### src/hdl/rlt_pkg.sv
// ----------------------------------------------------------------------------
// Recursive lock table package
// Shared widths, codes and the lock table entry type.
// ----------------------------------------------------------------------------
`default_nettype none

package rlt_pkg;

   // Table geometry.
   localparam int NUM_LOCKS  = 64;
   localparam int NUM_CORES  = 4;
   localparam int COUNT_BITS = 8;

   // Field widths fixed by the request and response formats.
   localparam int OP_W     = 2;
   localparam int LOCK_W   = 6;
   localparam int CORE_W   = 2;
   localparam int RC_W     = 2;

   // Derived widths.
   localparam int ADDR_W   = $clog2(NUM_LOCKS);
   localparam int FREE_W   = $clog2(NUM_LOCKS + 1);
   localparam int OWNER_W  = $clog2(NUM_CORES + 1);

   // Owner value of a free lock.
   localparam logic [OWNER_W-1:0] OWNER_NONE = OWNER_W'(NUM_CORES);

   // Request operations.
   typedef enum logic [OP_W-1:0] {
      OP_ACQUIRE  = 2'd0,
      OP_RELEASE  = 2'd1,
      OP_ALLOCATE = 2'd2
   } op_type;

   // Response codes.
   localparam logic [RC_W-1:0] RC_OK    = 2'd0;
   localparam logic [RC_W-1:0] RC_ERROR = 2'd1;
   localparam logic [RC_W-1:0] RC_BUSY  = 2'd2;

   // One entry of the lock table.
   typedef struct packed {
      logic [OWNER_W-1:0]    owner;
      logic [COUNT_BITS-1:0] count;
   } entry_type;

   localparam int ENTRY_W = $bits(entry_type);

endpackage

`default_nettype wire

### src/hdl/rlt_req_if.sv
// ----------------------------------------------------------------------------
// Lock request channel
// Valid/ready channel carrying one lock request per beat.
// ----------------------------------------------------------------------------
`default_nettype none

interface rlt_req_if;
   import rlt_pkg::*;

   logic              valid;
   logic              ready;
   logic [OP_W-1:0]   operation;
   logic [LOCK_W-1:0] lock_id;
   logic [CORE_W-1:0] core_id;

   modport source (output valid, output operation, output lock_id, output core_id,
                   input ready);
   modport sink   (input valid, input operation, input lock_id, input core_id,
                   output ready);
endinterface

`default_nettype wire

### src/hdl/rlt_rsp_if.sv
// ----------------------------------------------------------------------------
// Lock response channel
// Valid/ready channel carrying one response per beat.
// ----------------------------------------------------------------------------
`default_nettype none

interface rlt_rsp_if;
   import rlt_pkg::*;

   logic              valid;
   logic              ready;
   logic [RC_W-1:0]   result_code;
   logic [LOCK_W-1:0] new_lock_id;

   modport source (output valid, output result_code, output new_lock_id,
                   input ready);
   modport sink   (input valid, input result_code, input new_lock_id,
                   output ready);
endinterface

`default_nettype wire

### src/hdl/rlt_ram.sv
// ----------------------------------------------------------------------------
// Generic RAM
// One write port and one read port with registered read data.
// ----------------------------------------------------------------------------
`default_nettype none

module rlt_ram #(
   parameter int WIDTH = 8,
   parameter int DEPTH = 16
) (
   input  wire logic                     clock,
   input  wire logic                     wr_en,
   input  wire logic [$clog2(DEPTH)-1:0] wr_addr,
   input  wire logic [WIDTH-1:0]         wr_data,
   input  wire logic                     rd_en,
   input  wire logic [$clog2(DEPTH)-1:0] rd_addr,
   output logic      [WIDTH-1:0]         rd_data
);

   logic [WIDTH-1:0] mem_ff [DEPTH];
   logic [WIDTH-1:0] rd_data_ff;

   always_ff @(posedge clock) begin
      if (wr_en) begin
         mem_ff[wr_addr] <= wr_data;
      end
      if (rd_en) begin
         rd_data_ff <= mem_ff[rd_addr];
      end
   end

   assign rd_data = rd_data_ff;

endmodule

`default_nettype wire

### src/hdl/recursive_lock_table.sv
// ----------------------------------------------------------------------------
// Recursive lock table
// Re-entrant locks shared by several cores with acquire, release, allocate.
// Pipeline: a request beat passes the request register and then the response
// register before its response beat is offered.
// Throughput: one request per cycle while responses are taken; the table RAM is
// read when a request is accepted and written back when that request leaves
// stage two, with a one-entry bypass.
// Reset: synchronous; clears the pipeline valids and the allocation pointer.
// The table needs no clearing pass because allocate clears each entry.
// ----------------------------------------------------------------------------
`default_nettype none

module recursive_lock_table (
   input wire logic    clock,
   input wire logic    reset,
   rlt_req_if.sink     req_chan,
   rlt_rsp_if.source   rsp_chan
);
   import rlt_pkg::*;

   // The pipeline has two registers. The request register holds an accepted
   // beat while the RAM returns its entry. The response register holds the
   // finished answer until the consumer takes it, so a new request can be
   // accepted while an answer still waits.

   logic                  s2_valid_ff, s2_valid_in;
   logic [OP_W-1:0]       s2_op_ff;
   logic [LOCK_W-1:0]     s2_lid_ff;
   logic [CORE_W-1:0]     s2_core_ff;

   logic                  rsp_valid_ff, rsp_valid_in;
   logic [RC_W-1:0]       rsp_code_ff, rsp_code_in;
   logic [LOCK_W-1:0]     rsp_id_ff, rsp_id_in;

   logic [FREE_W-1:0]     next_free_ff, next_free_in;

   // Last table write, kept so that a request read in the same cycle as that
   // write still sees the new entry.
   logic                  byp_valid_ff, byp_valid_in;
   logic [ADDR_W-1:0]     byp_addr_ff, byp_addr_in;
   entry_type             byp_data_ff, byp_data_in;

   logic                  req_beat;
   logic                  s2_adv;
   logic [ENTRY_W-1:0]    ram_rdata;
   entry_type             cur;
   logic                  wr_en;
   logic [ADDR_W-1:0]     wr_addr;
   entry_type             wr_data;
   logic                  id_ok;
   logic                  owner_match;

   // Stage two moves on when the response register is empty or being drained.
   assign s2_adv         = s2_valid_ff && (!rsp_valid_ff || rsp_chan.ready);
   assign req_chan.ready = !s2_valid_ff || s2_adv;
   assign req_beat       = req_chan.valid && req_chan.ready;

   rlt_ram #(
      .WIDTH (ENTRY_W),
      .DEPTH (NUM_LOCKS)
   ) u_table (
      .clock   (clock),
      .wr_en   (wr_en),
      .wr_addr (wr_addr),
      .wr_data (wr_data),
      .rd_en   (req_beat),
      .rd_addr (req_chan.lock_id[ADDR_W-1:0]),
      .rd_data (ram_rdata)
   );

   // Current entry of the addressed lock, with the bypass applied.
   always_comb begin
      if (byp_valid_ff && (byp_addr_ff == s2_lid_ff[ADDR_W-1:0])) begin
         cur = byp_data_ff;
      end else begin
         cur = entry_type'(ram_rdata);
      end
   end

   // A lock index is usable once allocated, and only from a real core.
   assign id_ok = (FREE_W'(s2_lid_ff) < next_free_ff) &&
                  (FREE_W'(s2_lid_ff) < FREE_W'(NUM_LOCKS)) &&
                  (OWNER_W'(s2_core_ff) < OWNER_W'(NUM_CORES));
   assign owner_match = (cur.owner == OWNER_W'(s2_core_ff));

   // Decision logic for the request in stage two. Nothing is written unless
   // stage two actually advances.
   always_comb begin
      wr_en        = 1'b0;
      wr_addr      = s2_lid_ff[ADDR_W-1:0];
      wr_data      = cur;
      rsp_code_in  = RC_ERROR;
      rsp_id_in    = '0;
      next_free_in = next_free_ff;

      case (s2_op_ff)
         OP_ACQUIRE: begin
            if (id_ok) begin
               if (owner_match) begin
                  // Nested acquire; saturating count answers error.
                  if (cur.count != '1) begin
                     wr_en         = 1'b1;
                     wr_data.count = cur.count + 1'b1;
                     rsp_code_in   = RC_OK;
                  end
               end else if (cur.owner == OWNER_NONE) begin
                  wr_en         = 1'b1;
                  wr_data.owner = OWNER_W'(s2_core_ff);
                  wr_data.count = COUNT_BITS'(1);
                  rsp_code_in   = RC_OK;
               end else begin
                  rsp_code_in = RC_BUSY;
               end
            end
         end
         OP_RELEASE: begin
            if (id_ok && owner_match) begin
               wr_en       = 1'b1;
               rsp_code_in = RC_OK;
               if (cur.count <= COUNT_BITS'(1)) begin
                  wr_data.owner = OWNER_NONE;
                  wr_data.count = '0;
               end else begin
                  wr_data.count = cur.count - 1'b1;
               end
            end
         end
         OP_ALLOCATE: begin
            if (next_free_ff < FREE_W'(NUM_LOCKS)) begin
               wr_en         = 1'b1;
               wr_addr       = next_free_ff[ADDR_W-1:0];
               wr_data.owner = OWNER_NONE;
               wr_data.count = '0;
               rsp_code_in   = RC_OK;
               rsp_id_in     = LOCK_W'(next_free_ff);
               next_free_in  = next_free_ff + 1'b1;
            end
         end
         default: begin
            // Unknown operation answers error and changes nothing.
         end
      endcase

      if (!s2_adv) begin
         wr_en        = 1'b0;
         next_free_in = next_free_ff;
      end
   end

   // The bypass tracks the write of the request just ahead of the one that
   // will next sit in stage two, so it only changes when stage two advances.
   always_comb begin
      byp_valid_in = byp_valid_ff;
      byp_addr_in  = byp_addr_ff;
      byp_data_in  = byp_data_ff;
      if (s2_adv) begin
         byp_valid_in = wr_en;
         byp_addr_in  = wr_addr;
         byp_data_in  = wr_data;
      end
   end

   always_comb begin
      if (req_beat) begin
         s2_valid_in = 1'b1;
      end else if (s2_adv) begin
         s2_valid_in = 1'b0;
      end else begin
         s2_valid_in = s2_valid_ff;
      end

      if (s2_adv) begin
         rsp_valid_in = 1'b1;
      end else if (rsp_chan.ready) begin
         rsp_valid_in = 1'b0;
      end else begin
         rsp_valid_in = rsp_valid_ff;
      end
   end

   // Control state.
   always_ff @(posedge clock) begin
      if (reset) begin
         s2_valid_ff  <= 1'b0;
         rsp_valid_ff <= 1'b0;
         byp_valid_ff <= 1'b0;
         next_free_ff <= '0;
      end else begin
         s2_valid_ff  <= s2_valid_in;
         rsp_valid_ff <= rsp_valid_in;
         byp_valid_ff <= byp_valid_in;
         next_free_ff <= next_free_in;
      end
   end

   // Payload registers.
   always_ff @(posedge clock) begin
      if (req_beat) begin
         s2_op_ff   <= req_chan.operation;
         s2_lid_ff  <= req_chan.lock_id;
         s2_core_ff <= req_chan.core_id;
      end
      if (s2_adv) begin
         rsp_code_ff <= rsp_code_in;
         rsp_id_ff   <= rsp_id_in;
      end
      byp_addr_ff <= byp_addr_in;
      byp_data_ff <= byp_data_in;
   end

   assign rsp_chan.valid       = rsp_valid_ff;
   assign rsp_chan.result_code = rsp_code_ff;
   assign rsp_chan.new_lock_id = rsp_id_ff;

endmodule

`default_nettype wire
### src/flat_wrapper.sv
// flat-port wrapper written by rule: the top's interface ports become plain ports
module recursive_lock_table_flat import rlt_pkg::*;
  (clock, reset, req_chan_valid, req_chan_operation, req_chan_lock_id, req_chan_core_id, req_chan_ready, rsp_chan_valid, rsp_chan_result_code, rsp_chan_new_lock_id, rsp_chan_ready);
  rlt_req_if req_chan_i ();
  rlt_rsp_if rsp_chan_i ();
  input wire logic clock;
  input wire logic reset;
  input wire logic [$bits(req_chan_i.valid)-1:0] req_chan_valid;
  input wire logic [$bits(req_chan_i.operation)-1:0] req_chan_operation;
  input wire logic [$bits(req_chan_i.lock_id)-1:0] req_chan_lock_id;
  input wire logic [$bits(req_chan_i.core_id)-1:0] req_chan_core_id;
  output wire logic [$bits(req_chan_i.ready)-1:0] req_chan_ready;
  output wire logic [$bits(rsp_chan_i.valid)-1:0] rsp_chan_valid;
  output wire logic [$bits(rsp_chan_i.result_code)-1:0] rsp_chan_result_code;
  output wire logic [$bits(rsp_chan_i.new_lock_id)-1:0] rsp_chan_new_lock_id;
  input wire logic [$bits(rsp_chan_i.ready)-1:0] rsp_chan_ready;
  assign req_chan_i.valid = req_chan_valid;
  assign req_chan_i.operation = req_chan_operation;
  assign req_chan_i.lock_id = req_chan_lock_id;
  assign req_chan_i.core_id = req_chan_core_id;
  assign req_chan_ready = req_chan_i.ready;
  assign rsp_chan_valid = rsp_chan_i.valid;
  assign rsp_chan_result_code = rsp_chan_i.result_code;
  assign rsp_chan_new_lock_id = rsp_chan_i.new_lock_id;
  assign rsp_chan_i.ready = rsp_chan_ready;
  recursive_lock_table u_core (.clock(clock), .reset(reset), .req_chan(req_chan_i), .rsp_chan(rsp_chan_i));
endmodule
### config.mk
export PLATFORM = sky130hd
export DESIGN_NAME = recursive_lock_table_flat
export DESIGN_NICKNAME = d
export VERILOG_FILES = /design/src/hdl/rlt_pkg.sv /design/src/hdl/rlt_req_if.sv /design/src/hdl/rlt_rsp_if.sv /design/src/hdl/rlt_ram.sv /design/src/hdl/recursive_lock_table.sv /design/src/flat_wrapper.sv
export SDC_FILE = /design/constraint.sdc
export NUM_CORES = 1
export LEC_CHECK = 0
export BUFFER_PORTS_ARGS = -buffer_cell sky130_fd_sc_hd__clkbuf_2
export CORE_ASPECT_RATIO = 1.4
export CORE_MARGIN = 5
export CORE_UTILIZATION = 46
export DETAILED_ROUTE_END_ITERATION = 12
export PLACE_DENSITY_LB_ADDON = 0.05
export SYNTH_ARGS = -nofsm -noshare
export SYNTH_HDL_FRONTEND = slang
export SYNTH_HIERARCHICAL = 1
export SYNTH_SLANG_ARGS = --single-unit
### constraint.sdc
create_clock -name clock -period 6.55 [get_ports clock]
set_input_delay 0.9825 -clock clock [delete_from_list [all_inputs] [get_ports clock]]
set_output_delay 0.9825 -clock clock [all_outputs]
set_load 0.005 [all_outputs]
==> reports/metrics.csv <==
metric;value;unit
status;complete, no violations;
synth_fp_nets;1596;
drc;0;
drive_gt1_share;23.4;%
antenna_found_initial;0;
drt_wl_total;77900;µm
final_nets;1704;
synthFlopType;edfxtp_1;
crit_chain;xnor2_2 > nand4_4 > nor2_8 > buf_4 > mux2i_1 > inv_1 > ha_1 > nand2_1 > nor3_1 > a221oi_2 > o21a_1 > o21ai_0 > inv_1 > nor2b_1 > nand2_1 > nor2_1;
crit_type;flop to flop;
drtIter0Drc;1466;
synth_warnings;6;
ff2ff_path_depth;16;
cts.clk_slew.worst_paths;0.06;ns
hp-start;u_core/byp_valid_ff;
synth_edf_count;750;
finalPower;10.6;mW
cts_hold_buf;0;
synthArstFlopShare;0;%
crit_end;u_core/u_table/mem_ff[4][0];
ctsLongestPathBuffers;3;
drt-wirelength-per-cell;30.0;µm
syn_area_per_cell;19.4;µm²
setup_viol;0;
synthSimpleGateAreaFrac;4.61;%
grt_max_degree;75;
fmax;189;MHz
crit_arrival;5.54;ns
hold_path_class;flop to flop;
grt_overflow_total;0;
fin_crit;5.30;ns
finalSetupTns;0;ns
grt_pass1_wl;114000;µm
synth_top_area_share;73.6;%
post-dp-hpwl;48500;µm
cts_tree;yes;
critPathMaxStageDelay;0.89;ns
rsz0062_at_grt;false;
setup.worst_path.end_class;flop;
grt_pass1_vias;15936;
gp_congestion;0.892;
synthCells;1573;
critPathLaunch;u_core/s2_lid_ff[3];
rows;112;
multi_input_area;7480;µm²
cp-start-kind;flop;
clock_sink_count;760;
synth_area;30600;µm²
die_width;228;µm
synthTopCellsByArea;edfxtp_1, mux4_2, mux2i_1;
peakVddDrop;0.000194;V
core_area;66300;µm²
synthAdderAreaFrac;0.368;%
initial_core_util;46.1;%
ios;24;
synth_xor_area_share;0.634;%
yosysSeqAreaShare;74.3;%
synth-compound-area-share;3.71;%
postRouteAntennaNets;0;
nFillCells;5238;
cts_resized;0;
synth_cell_types;71;
cts_max_level;3;
port_buffers;23;
fin_crit_sh;80.9;%
synth_mux_area_share;14.9;%
reg2reg_to;u_core/u_table/mem_ff[4][0];
hold_depth;2;
p_leak;11.1;nW
reg2reg_slack;1.25;ns
slowest_stage;nor2_1;
clk-insertion-delay-late;0.62;ns
clock-skew-final;0.0224;ns
power_density;305;nW/µm²
areaGrowthSynthToFinish;13.2;%
cp_data_required_time;6.78;ns
yosys_register_bits;760;
diodes;0;
drv_cap;0;
yosysTopAreaCell;edfxtp_1;
drv_slew;0;
die_area;71800;µm²
cp_max_fo;26;
regArea;22700;µm²
grt_usage;21.7;%
via_count;15445;
r2r_start;u_core/s2_lid_ff[3];
relSlewSlack;25.1;%
post_cts_buffers;0;
viasPerCell;5.96;
cts_buffers;76;
tightest_slew;1.12;ns
synth_top_family_by_area;multiplexers;
die_h;315;µm
finalHoldViolCount;0;
clock-root-buffer;clkbuf_16;
firstDrtPassIters;6;
==> synth_stat cells, types with 11 or more instances <==
master / n
a211oi_1: 11
a21oi_1: 28
a221oi_1: 20
a22oi_1: 11
a32o_1: 11
buf_1: 11
buf_2: 22
clkbuf_1: 32
edfxtp_1: 750
inv_1: 11
mux2i_1: 92
mux4_2: 158
nand2_1: 62
nand3_1: 23
nand4_1: 11
nor2_1: 97
nor2b_1: 20
nor3_1: 13
nor4_1: 12
o21ai_0: 18
o22ai_1: 13
==> layout by cell type (no fill, tap or decap), types with 4 or more instances in the layout <==
master / instances
a21oi_1: 25
clkinv_1: 21
a32o_1: 10
clkbuf_16: 79
bufinv_16: 9
clkbuf_1: 12
clkinvlp_4: 5
xor2_1: 5
a31o_1: 10
a211oi_1: 11
edfxtp_1: 750
nand3_1: 23
a221oi_1: 20
and2_1: 7
a21o_1: 9
mux2i_1: 92
dfxtp_1: 10
nand3b_1: 4
nand4_1: 11
clkbuf_2: 20
inv_1: 11
buf_4: 85
a22oi_1: 11
nor4_1: 12
o22ai_1: 12
nand2_1: 62
nor2b_1: 19
nor2_1: 97
buf_12: 4
o211ai_1: 4
clkinv_2: 7
o21ai_0: 18
nor3_1: 13
mux4_2: 158
ha_1: 9
xnor2_2: 6
xnor2_1: 6
nand2b_1: 5
==> cells by family (layout without fill, tap and decap cells) <==
group | count (synthesis) | in the layout
DFF | 760 | 760
and+or+nand+nor | 282 | 282
muxes | 255 | 255
AOI/OAI and AO/OA | 156 | 156
buffers and inverters | 94 | 258
xor gates and xnor gates | 17 | 17
adders and majority gates | 9 | 9
==> registers in the layout (all words and copies together) (netlist names) <==
register                     count
u_core/s2_valid_ff               1
u_core/byp_data_ff              11
u_core/u_table/rd_data          11
u_core/rsp_chan.valid            1
u_core/s2_op_ff                  2
u_core/byp_addr_ff               6
u_core/rsp_chan.new_lock_id      6
u_core/s2_lid_ff                 6
u_core/byp_valid_ff              1
u_core/next_free_ff              7
u_core/u_table/mem_ff          704
u_core/s2_core_ff                2
u_core/rsp_chan.result_code      2
==> power by group <==
group          internal, mW  switching [mW]  leakage [nW]
sequential             5.48          0.0261          6.88
combinational         0.206           0.499          3.04
clock                  2.55            1.79          1.18
total                  8.23            2.32          11.1
==> area by class of cell <==
class	count	share of cell area, %
multi-input cells	719	21.6
clock buffers	91	5.84
flip-flops and latches	760	65.6
repair buffers	111	2.44
clock inverters	43	1.26
well taps	855	3.09
inverters	13	0.141
==> layer usage <==
metal  vias up  GRT usage [%]  routed length [µm]
met5         -              0                   0
met4         0           7.02                2200
met3       112           2.68                3720
met2       520           37.7               40000
met1      8118           29.0               31900
li1       6695              -                   -
==> how the worst min path moves through the flow <==
stage,to
detailed placement,u_core/byp_valid_ff
CTS,u_core/s2_op_ff[1]
global route,u_core/s2_op_ff[1]
floorplan,u_core/byp_valid_ff
global placement,u_core/byp_valid_ff
finish,u_core/byp_valid_ff
==> metrics by stage <==
| stage | util, % | cell area, µm² | std cells | hold WS, ns | worst slack (ns) |
|---|---|---|---|---|---|
| final | 52.2 | 34600 | 2592 | 0.519 | 1.25 |
| after global routing | 52.2 | 34600 | 2592 | 0.515 | 0.864 |
| after CTS | 52.2 | 34600 | 2592 | 0.503 | 1.22 |
| after detailed placement | 48.5 | 32200 | 2458 | 0.508 | 1.27 |
| after global placement | 48.5 | 32200 | 2458 | 0.512 | 1.39 |
| after floorplan | - | 30600 | 1573 | 0.480 | 1.42 |
==> worst max-delay path, delay by kind of cell (launching register included) <==
family,cells,cell delay (ns)
adder cells (fa/ha/maj),1,0.27
buffers and inverters,3,0.78
AO/OA/AOI/OAI,3,0.71
XOR/XNOR,1,0.26
AND/OR/NAND/NOR,7,2.11
multiplexers,1,0.34
flip-flops,1,0.44
No activity file was read; power rests on OpenSTA's default activity.
